--- src/rtl/mplf_pkg.sv ---
`timescale 1ns / 1ps

package mplf_pkg;

    // configuration register indexes
    localparam logic [2:0] CFG_MATCH_MODE      = 3'd0;
    localparam logic [2:0] CFG_PATTERN_COUNT   = 3'd1;
    localparam logic [2:0] CFG_PATTERN_LENGTHS = 3'd2;
    localparam logic [2:0] CFG_PATTERN_ZERO    = 3'd3;
    localparam logic [2:0] CFG_PATTERN_THREE   = 3'd6;

    localparam int CFG_INDEX_W   = 3;
    localparam int CFG_DATA_W    = 64;
    localparam int PATTERN_SLOTS = 4;
    localparam int LEN_FIELD_W   = 4;
    localparam int LINE_NUM_W    = 32;
    localparam int MASK_W        = 4;
    localparam int OUT_TDATA_W   = 40;

    localparam logic [7:0] NEWLINE_BYTE = 8'd10;
    localparam logic [7:0] NUL_BYTE     = 8'd0;

    // control registers shared by the matcher and the line logic
    typedef struct packed {
        logic        match_mode;
        logic [2:0]  pattern_count;
        logic [15:0] pattern_lengths;
    } cfg_ctrl_t;

endpackage

--- src/rtl/mplf_cfg_regs.sv ---
`timescale 1ns / 1ps

module mplf_cfg_regs #(
    parameter int NUM_PATTERNS    = 4,
    parameter int MAX_PATTERN_LEN = 8
) (
    input  logic                                 clk,
    input  logic                                 rst_n,
    input  logic                                 cfg_valid,
    output logic                                 cfg_ready,
    input  logic [mplf_pkg::CFG_INDEX_W-1:0]     cfg_index,
    input  logic [mplf_pkg::CFG_DATA_W-1:0]      cfg_data,
    output mplf_pkg::cfg_ctrl_t                  ctrl,
    output logic [NUM_PATTERNS-1:0][MAX_PATTERN_LEN*8-1:0] patterns
);
    import mplf_pkg::*;

    localparam int PAT_W = MAX_PATTERN_LEN * 8;

    cfg_ctrl_t                          ctrl_reg;
    logic [NUM_PATTERNS-1:0][PAT_W-1:0] pattern_reg;
    logic                               wr_en;
    logic                               pat_sel;
    logic [1:0]                         pat_slot;

    assign cfg_ready = 1'b1;
    assign wr_en     = cfg_valid;
    assign pat_sel   = (cfg_index >= CFG_PATTERN_ZERO) && (cfg_index <= CFG_PATTERN_THREE);
    assign pat_slot  = 2'(cfg_index - CFG_PATTERN_ZERO);

    // control registers
    always_ff @(posedge clk or negedge rst_n)
    begin
        if (!rst_n)
        begin
            ctrl_reg.match_mode      <= 1'b0;
            ctrl_reg.pattern_count   <= 3'd1;
            ctrl_reg.pattern_lengths <= 16'd4369;
        end
        else if (wr_en)
        begin
            unique case (cfg_index)
                CFG_MATCH_MODE:      ctrl_reg.match_mode      <= cfg_data[0];
                CFG_PATTERN_COUNT:   ctrl_reg.pattern_count   <= cfg_data[2:0];
                CFG_PATTERN_LENGTHS: ctrl_reg.pattern_lengths <= cfg_data[15:0];
                default:             ctrl_reg <= ctrl_reg;
            endcase
        end
    end

    // pattern bytes, only the slots and bytes that can be used are kept
    always_ff @(posedge clk or negedge rst_n)
    begin
        if (!rst_n)
        begin
            pattern_reg <= '0;
        end
        else if (wr_en && pat_sel)
        begin
            for (int k = 0; k < NUM_PATTERNS; k++)
            begin
                if (pat_slot == 2'(k))
                begin
                    pattern_reg[k] <= cfg_data[PAT_W-1:0];
                end
            end
        end
    end

    assign ctrl     = ctrl_reg;
    assign patterns = pattern_reg;

endmodule

--- src/rtl/mplf_matcher.sv ---
`timescale 1ns / 1ps

module mplf_matcher #(
    parameter int NUM_PATTERNS    = 4,
    parameter int MAX_PATTERN_LEN = 8,
    parameter int HIST_DEPTH      = 7,
    parameter int FILL_W          = 4
) (
    input  mplf_pkg::cfg_ctrl_t                            ctrl,
    input  logic [NUM_PATTERNS-1:0][MAX_PATTERN_LEN*8-1:0] patterns,
    input  logic [HIST_DEPTH-1:0][7:0]                     history,
    input  logic [FILL_W-1:0]                              fill,
    input  logic                                           cut_by_nul,
    input  logic [7:0]                                     cur_byte,
    output logic [NUM_PATTERNS-1:0]                        hits
);
    import mplf_pkg::*;

    localparam int LEN_W = $clog2(MAX_PATTERN_LEN + 1);
    localparam int IDX_W = (MAX_PATTERN_LEN > 1) ? $clog2(MAX_PATTERN_LEN) : 1;

    logic [MAX_PATTERN_LEN-1:0][7:0] window;

    // window byte d back from the newest, d = 0 is the current byte
    always_comb
    begin
        window[0] = cur_byte;
        for (int d = 1; d < MAX_PATTERN_LEN; d++)
        begin
            window[d] = history[d-1];
        end
    end

    // every pattern compared against the window ending at the current byte
    always_comb
    begin
        logic [LEN_FIELD_W-1:0] len_field;
        logic [LEN_W-1:0]       len;
        logic [IDX_W-1:0]       d_idx;
        logic                   bytes_ok;
        logic                   room_ok;
        len_field = '0;
        len       = '0;
        d_idx     = '0;
        bytes_ok  = 1'b0;
        room_ok   = 1'b0;
        for (int k = 0; k < NUM_PATTERNS; k++)
        begin
            len_field = ctrl.pattern_lengths[LEN_FIELD_W*k +: LEN_FIELD_W];
            len = (len_field > LEN_FIELD_W'(MAX_PATTERN_LEN)) ? LEN_W'(MAX_PATTERN_LEN)
                                                             : LEN_W'(len_field);
            bytes_ok = 1'b1;
            for (int j = 0; j < MAX_PATTERN_LEN; j++)
            begin
                if (LEN_W'(j) < len)
                begin
                    d_idx = IDX_W'(int'(len) - 1 - j);
                    if (window[d_idx] != patterns[k][8*j +: 8])
                    begin
                        bytes_ok = 1'b0;
                    end
                end
            end
            room_ok = (5'(len) <= (5'(fill) + 5'd1));
            hits[k] = (len == '0) ||
                      (!cut_by_nul && (cur_byte != NUL_BYTE) && room_ok && bytes_ok);
        end
    end

endmodule

--- src/rtl/multi_pattern_line_filter.sv ---
`timescale 1ns / 1ps

// Line filter over a byte stream: each word on s_ is one text byte, and for every line
// (ended by a newline byte or by the word with tlast set) one word leaves on m_ with the
// line number, the mask of patterns found in the line and the any/all selected flag.
// One byte is taken every cycle unless a blocked result stalls it; a line's last byte goes
// via the input register and the parallel window compare into the result register. The user must
// write patterns and mode through cfg_ only while the stream is idle; it is not enforced.
module multi_pattern_line_filter #(
    parameter int NUM_PATTERNS    = 4,
    parameter int MAX_PATTERN_LEN = 8
) (
    input  logic                                   clk,
    input  logic                                   rst_n,
    // text_byte
    input  logic                                   s_tvalid,
    output logic                                   s_tready,
    input  logic [7:0]                             s_tdata,
    input  logic                                   s_tlast,
    // line_number [31:0], found_mask [35:32], zero pad [39:36]
    output logic                                   m_tvalid,
    input  logic                                   m_tready,
    output logic [mplf_pkg::OUT_TDATA_W-1:0]       m_tdata,
    // selected
    output logic                                   m_tuser,
    input  logic                                   cfg_valid,
    output logic                                   cfg_ready,
    input  logic [mplf_pkg::CFG_INDEX_W-1:0]       cfg_index,
    input  logic [mplf_pkg::CFG_DATA_W-1:0]        cfg_data
);
    import mplf_pkg::*;

    localparam int HIST_DEPTH = (MAX_PATTERN_LEN > 1) ? MAX_PATTERN_LEN - 1 : 1;
    localparam int FILL_W     = $clog2(MAX_PATTERN_LEN + 1);

    cfg_ctrl_t                                    ctrl;
    logic [NUM_PATTERNS-1:0][MAX_PATTERN_LEN*8-1:0] patterns;

    logic                             in_valid_reg;
    logic [7:0]                       in_byte_reg;
    logic                             in_last_reg;

    logic [HIST_DEPTH-1:0][7:0]       hist_reg;
    logic [HIST_DEPTH-1:0][7:0]       hist_next;
    logic [FILL_W-1:0]                fill_reg;
    logic [FILL_W-1:0]                fill_next;
    logic [NUM_PATTERNS-1:0]          found_reg;
    logic [NUM_PATTERNS-1:0]          found_next;
    logic                             cut_reg;
    logic                             cut_next;
    logic [LINE_NUM_W-1:0]            line_cnt_reg;
    logic [LINE_NUM_W-1:0]            line_cnt_next;
    logic [LINE_NUM_W-1:0]            line_num_inc;

    logic                             out_valid_reg;
    logic [LINE_NUM_W-1:0]            out_line_reg;
    logic [MASK_W-1:0]                out_mask_reg;
    logic                             out_sel_reg;
    logic [MASK_W-1:0]                mask_now;
    logic                             sel_now;

    logic [NUM_PATTERNS-1:0]          hits;
    logic [MASK_W-1:0]                active;
    logic [2:0]                       n_active;
    logic                             advance;
    logic                             line_end;

    mplf_cfg_regs #(
        .NUM_PATTERNS    (NUM_PATTERNS),
        .MAX_PATTERN_LEN (MAX_PATTERN_LEN)
    ) u_cfg (
        .clk       (clk),
        .rst_n     (rst_n),
        .cfg_valid (cfg_valid),
        .cfg_ready (cfg_ready),
        .cfg_index (cfg_index),
        .cfg_data  (cfg_data),
        .ctrl      (ctrl),
        .patterns  (patterns)
    );

    mplf_matcher #(
        .NUM_PATTERNS    (NUM_PATTERNS),
        .MAX_PATTERN_LEN (MAX_PATTERN_LEN),
        .HIST_DEPTH      (HIST_DEPTH),
        .FILL_W          (FILL_W)
    ) u_match (
        .ctrl       (ctrl),
        .patterns   (patterns),
        .history    (hist_reg),
        .fill       (fill_reg),
        .cut_by_nul (cut_reg),
        .cur_byte   (in_byte_reg),
        .hits       (hits)
    );

    // handshake: the held byte moves on when the result slot is free or draining
    assign advance  = in_valid_reg && (!out_valid_reg || m_tready);
    assign s_tready = !in_valid_reg || advance;
    assign line_end = (in_byte_reg == NEWLINE_BYTE) || in_last_reg;

    // input register
    always_ff @(posedge clk or negedge rst_n)
    begin
        if (!rst_n)
        begin
            in_valid_reg <= 1'b0;
        end
        else if (s_tvalid && s_tready)
        begin
            in_valid_reg <= 1'b1;
        end
        else if (advance)
        begin
            in_valid_reg <= 1'b0;
        end
    end

    always_ff @(posedge clk)
    begin
        if (s_tvalid && s_tready)
        begin
            in_byte_reg <= s_tdata;
            in_last_reg <= s_tlast;
        end
    end

    // active pattern set, count zero means one
    always_comb
    begin
        if (ctrl.pattern_count == 3'd0)
        begin
            n_active = 3'd1;
        end
        else if (ctrl.pattern_count > 3'(NUM_PATTERNS))
        begin
            n_active = 3'(NUM_PATTERNS);
        end
        else
        begin
            n_active = ctrl.pattern_count;
        end
        for (int k = 0; k < MASK_W; k++)
        begin
            active[k] = (3'(k) < n_active);
        end
    end

    // line state update and result
    always_comb
    begin
        logic [NUM_PATTERNS-1:0] found_all;
        found_all     = found_reg | (hits & active[NUM_PATTERNS-1:0]);
        mask_now      = MASK_W'(found_all) & active;
        sel_now       = ctrl.match_mode ? (mask_now == active) : (mask_now != '0);
        line_num_inc  = (line_cnt_reg == '1) ? line_cnt_reg : line_cnt_reg + 1'b1;
        hist_next     = hist_reg;
        fill_next     = fill_reg;
        found_next    = found_all;
        cut_next      = cut_reg || (in_byte_reg == NUL_BYTE);
        line_cnt_next = line_cnt_reg;
        if (line_end)
        begin
            hist_next     = '0;
            fill_next     = '0;
            found_next    = '0;
            cut_next      = 1'b0;
            line_cnt_next = in_last_reg ? '0 : line_num_inc;
        end
        else
        begin
            for (int i = HIST_DEPTH - 1; i > 0; i--)
            begin
                hist_next[i] = hist_reg[i-1];
            end
            hist_next[0] = in_byte_reg;
            if (fill_reg < FILL_W'(MAX_PATTERN_LEN - 1))
            begin
                fill_next = fill_reg + 1'b1;
            end
        end
    end

    always_ff @(posedge clk or negedge rst_n)
    begin
        if (!rst_n)
        begin
            hist_reg     <= '0;
            fill_reg     <= '0;
            found_reg    <= '0;
            cut_reg      <= 1'b0;
            line_cnt_reg <= '0;
        end
        else if (advance)
        begin
            hist_reg     <= hist_next;
            fill_reg     <= fill_next;
            found_reg    <= found_next;
            cut_reg      <= cut_next;
            line_cnt_reg <= line_cnt_next;
        end
    end

    // result register
    always_ff @(posedge clk or negedge rst_n)
    begin
        if (!rst_n)
        begin
            out_valid_reg <= 1'b0;
        end
        else if (advance && line_end)
        begin
            out_valid_reg <= 1'b1;
        end
        else if (m_tready)
        begin
            out_valid_reg <= 1'b0;
        end
    end

    always_ff @(posedge clk)
    begin
        if (advance && line_end)
        begin
            out_line_reg <= line_num_inc;
            out_mask_reg <= mask_now;
            out_sel_reg  <= sel_now;
        end
    end

    assign m_tvalid = out_valid_reg;
    assign m_tdata  = {{(OUT_TDATA_W - LINE_NUM_W - MASK_W){1'b0}}, out_mask_reg, out_line_reg};
    assign m_tuser  = out_sel_reg;

    // checks
    a_mask_active: assert property (@(posedge clk) disable iff (!rst_n)
        m_tvalid |-> ((out_mask_reg & ~active) == '0))
        else $error("found mask outside the active patterns");

    a_sel_rule: assert property (@(posedge clk) disable iff (!rst_n)
        m_tvalid |-> (out_sel_reg == (ctrl.match_mode ? (out_mask_reg == active)
                                                      : (out_mask_reg != '0))))
        else $error("selected flag disagrees with mask and mode");

    a_line_nonzero: assert property (@(posedge clk) disable iff (!rst_n)
        m_tvalid |-> (out_line_reg != '0))
        else $error("line number of zero on output");

    a_stall_cause: assert property (@(posedge clk) disable iff (!rst_n)
        !s_tready |-> (in_valid_reg && out_valid_reg && !m_tready))
        else $error("input stalled without a blocked result");

endmodule
--- config.mk ---
export PLATFORM = sky130hd
export DESIGN_NAME = multi_pattern_line_filter
export DESIGN_NICKNAME = d
export VERILOG_FILES = /design/src/rtl/mplf_pkg.sv /design/src/rtl/mplf_cfg_regs.sv /design/src/rtl/mplf_matcher.sv /design/src/rtl/multi_pattern_line_filter.sv
export SDC_FILE = /design/constraint.sdc
export NUM_CORES = 1
export LEC_CHECK = 0
export BUFFER_PORTS_ARGS = -buffer_cell sky130_fd_sc_hd__buf_2
export CELL_PAD_IN_SITES_DETAIL_PLACEMENT = 0
export CELL_PAD_IN_SITES_GLOBAL_PLACEMENT = 1
export CORE_MARGIN = 4
export CORE_UTILIZATION = 46
export CTS_CLUSTER_DIAMETER = 50
export DETAILED_ROUTE_END_ITERATION = 16
export PLACE_DENSITY = 0.82
export SKIP_CTS_REPAIR_TIMING = 1
export SLEW_MARGIN = 30
export SYNTH_ARGS = -nofsm -noshare
export SYNTH_HDL_FRONTEND = slang
export SYNTH_SLANG_ARGS = --single-unit
--- constraint.sdc ---
create_clock -name clk -period 5 [get_ports clk]
set_clock_uncertainty 0.05 [all_clocks]
set_input_delay 1.5 -clock clk [delete_from_list [all_inputs] [get_ports clk]]
set_output_delay 1.5 -clock clk [all_outputs]
set_load 0.02 [all_outputs]
==> flow_summary.json <==
{
  "grt_pass1_vias": 29000,
  "fp.dieH_um": 277,
  "drv_slew": 0,
  "total_power_w": 0.0170,
  "synth-warning-count": 0,
  "wl_mm": 148,
  "rows": 98,
  "gp_congestion": 1.06,
  "ys_seq_elements": 421,
  "hp-class": "register to register",
  "fp.dieW_um": 277,
  "final_util_pct": 52.3,
  "clockBufferDepth": 3,
  "clk-insertion-delay-late_ns": 0.67,
  "leakagePower_nw": 14.9,
  "yosys-top-cells-count": "dfrtp_1, mux2_2, mux2i_1",
  "syn_area_um2": 33200,
  "fmax_ghz": 0.205,
  "start_util_pct": 46.4,
  "antenna_found_initial": 13,
  "drt_iter0_drc": 4966,
  "pin_count": 125,
  "cts_buffers": 60,
  "synth_async_sr_flop_share_pct": 89.1,
  "syn_inst": 3107,
  "core-area_um2": 71500,
  "largest_reg_flops": 256,
  "netlist.area_leader.share_pct": 27.9,
  "yosys-top-cells-area": "dfrtp_1, mux4_2, mux2_2",
  "synth_ff_type": "dfrtp_1",
  "cts.clk_slew.worst_paths_ns": 0.06,
  "grt_usage_pct": 37.4,
  "worstHoldStart": "found_reg[0]$_DFFE_PN0P_",
  "rr_startpoint": "u_cfg.ctrl[4]$_DFFE_PN1P_",
  "post-route-period-util_pct": 97.5,
  "cts.htree.levels": 2,
  "synth_top_area_cell": "dfrtp_1",
  "cp.required_ns": 5.44,
  "setup_violations": 0,
  "power.density_nw_per_um2": 454,
  "seq_area_frac_synth_pct": 32.5,
  "cts_sinks": 421,
  "final_layout_size_suffix_gt1_share_pct": 30.7,
  "portBuffers": 119,
  "area_delta_synth_final_pct": 12.8,
  "slew_headroom_pct": 22.0,
  "ir_worst_vdd_mv": 0.325,
  "period_minus_slack_ns": 4.88,
  "rsz0062_at_grt": "no",
  "yosysMostFrequentCell": "dfrtp_1",
  "fill_cells": 6268,
  "status": "complete, no violations",
  "grt_max_degree": 67,
  "drc": 0,
  "dr.pass1.iters": 6,
  "hold_viol": 0,
  "routed_via_density": 7.07,
  "nets": 3261,
  "wl_per_cell_um": 35.5,
  "die_area_um2": 76500,
  "grt_pass1_wl_mm": 210,
  "vias": 29500,
  "critical_path_arrival_ns": 5.32,
  "hpwl_mm": 103,
  "cap_violations": 0,
  "critPathMaxFanout": 27,
  "postRouteAntennaNets": 0,
  "worst-setup-path-type": "register to register",
  "syn_avg_cell_area_um2": 10.7,
  "clockRootBuffer": "clkbuf_16",
  "synth_edf_count": 46,
  "crit_path_start": "u_cfg.ctrl[4]$_DFFE_PN1P_",
  "cp-start-kind": "register",
  "cp-end-kind": "register",
  "grt-ovfl-total": 0,
  "cts_tree": "yes",
  "synth_cell_types": 102,
  "tightest_slew_ns": 1.17,
  "tns_ns": 0
}
==> layout by cell type, fill, tap and decap left out, types with 97 or more instances in the layout <==
| master | instances |
|---|---|
| dfrtp_1 | 363 |
| buf_2 | 118 |
| buf_4 | 185 |
| nor2_1 | 97 |
| xnor2_1 | 219 |
| mux2i_1 | 253 |
| mux2_2 | 290 |
| xor2_1 | 160 |
| mux4_2 | 192 |
| o21ai_0 | 102 |
| nand2_1 | 191 |
==> layer usage <==
metal / GRT usage [%] / wire (um) / vias up
li1: - / - / 11700
met1: 48.0 / 54200 / 14700
met2: 54.0 / 61500 / 2375
met3: 13.9 / 20900 / 681
met4: 21.8 / 11400 / 6
met5: 0 / 87 / -
==> per-stage QoR <==
stage               instances  hold slack (ns)  instance area (um^2)  setup slack, ns
floorplan                3110            0.407                 33200            0.224
global placement         4041            0.423                 35200            0.358
detailed placement       4043            0.433                 35300            0.334
CTS                      4157            0.448                 37400            0.343
global route             4160            0.461                 37400           0.0579
finish                   4167            0.451                 37400            0.124
==> worst paths after layout <==
kind	end	slack, ns	depth (start not counted)
min in group asynchronous	u_cfg.patterns[194]$_DFFE_PN0P_	0.76	1
worst min-delay path	found_reg[0]$_DFFE_PN0P_	0.45	2
worst max-delay path	m_tuser$_DFFE_PP_	0.12	13
worst min register to register	found_reg[0]$_DFFE_PN0P_	0.45	2
worst max register to register	m_tuser$_DFFE_PP_	0.12	13
max in group asynchronous	u_cfg.ctrl[8]$_DFFE_PN1P_	3.04	3
==> power by group <==
group / switching (W) / internal, W
Clock: 0.00190 / 0.00254
Sequential: 0.000941 / 0.00405
Combinational: 0.00423 / 0.00332
==> cell type report <==
type                            instances  area, um^2  area share (%)
Clock inverter                         46         556            1.48
Tap cell                              950        1190            3.18
Inverter                               59         226           0.605
Multi-Input combinational cell       2291       20700            55.4
Timing Repair Buffer                  322        2350            6.29
Sequential cell                       421       10800            28.8
Clock buffer                           68        1560            4.17
Antenna cell                           10        25.0          0.0669
==> critical path: stages, from the launching register on <==
cell,delay [ns]
dfstp_2,0.71
nand2b_2,0.14
inv_6,0.08
buf_4,0.43
mux2i_1,0.21
a2111oi_0,0.77
xor2_1,0.13
nor4_1,0.33
a41oi_1,0.29
a2111oi_2,0.55
a21oi_1,0.25
o31ai_1,0.32
a32oi_1,0.16
o22ai_1,0.26
==> cells by family (layout without fill, tap and decap cells) <==
group	Yosys count	after routing	synth area share, %
buffers and inverters	398	495	5.23
AOI/OAI and AO/OA	509	509	10.6
other	2	15	0.0226
and+or+nand+nor	632	632	9.89
adders and majority gates	25	25	0.943
xor gates and xnor gates	382	382	10.1
DFF	421	421	32.5
muxes	738	738	30.7
(Power assumes the default switching activity.)
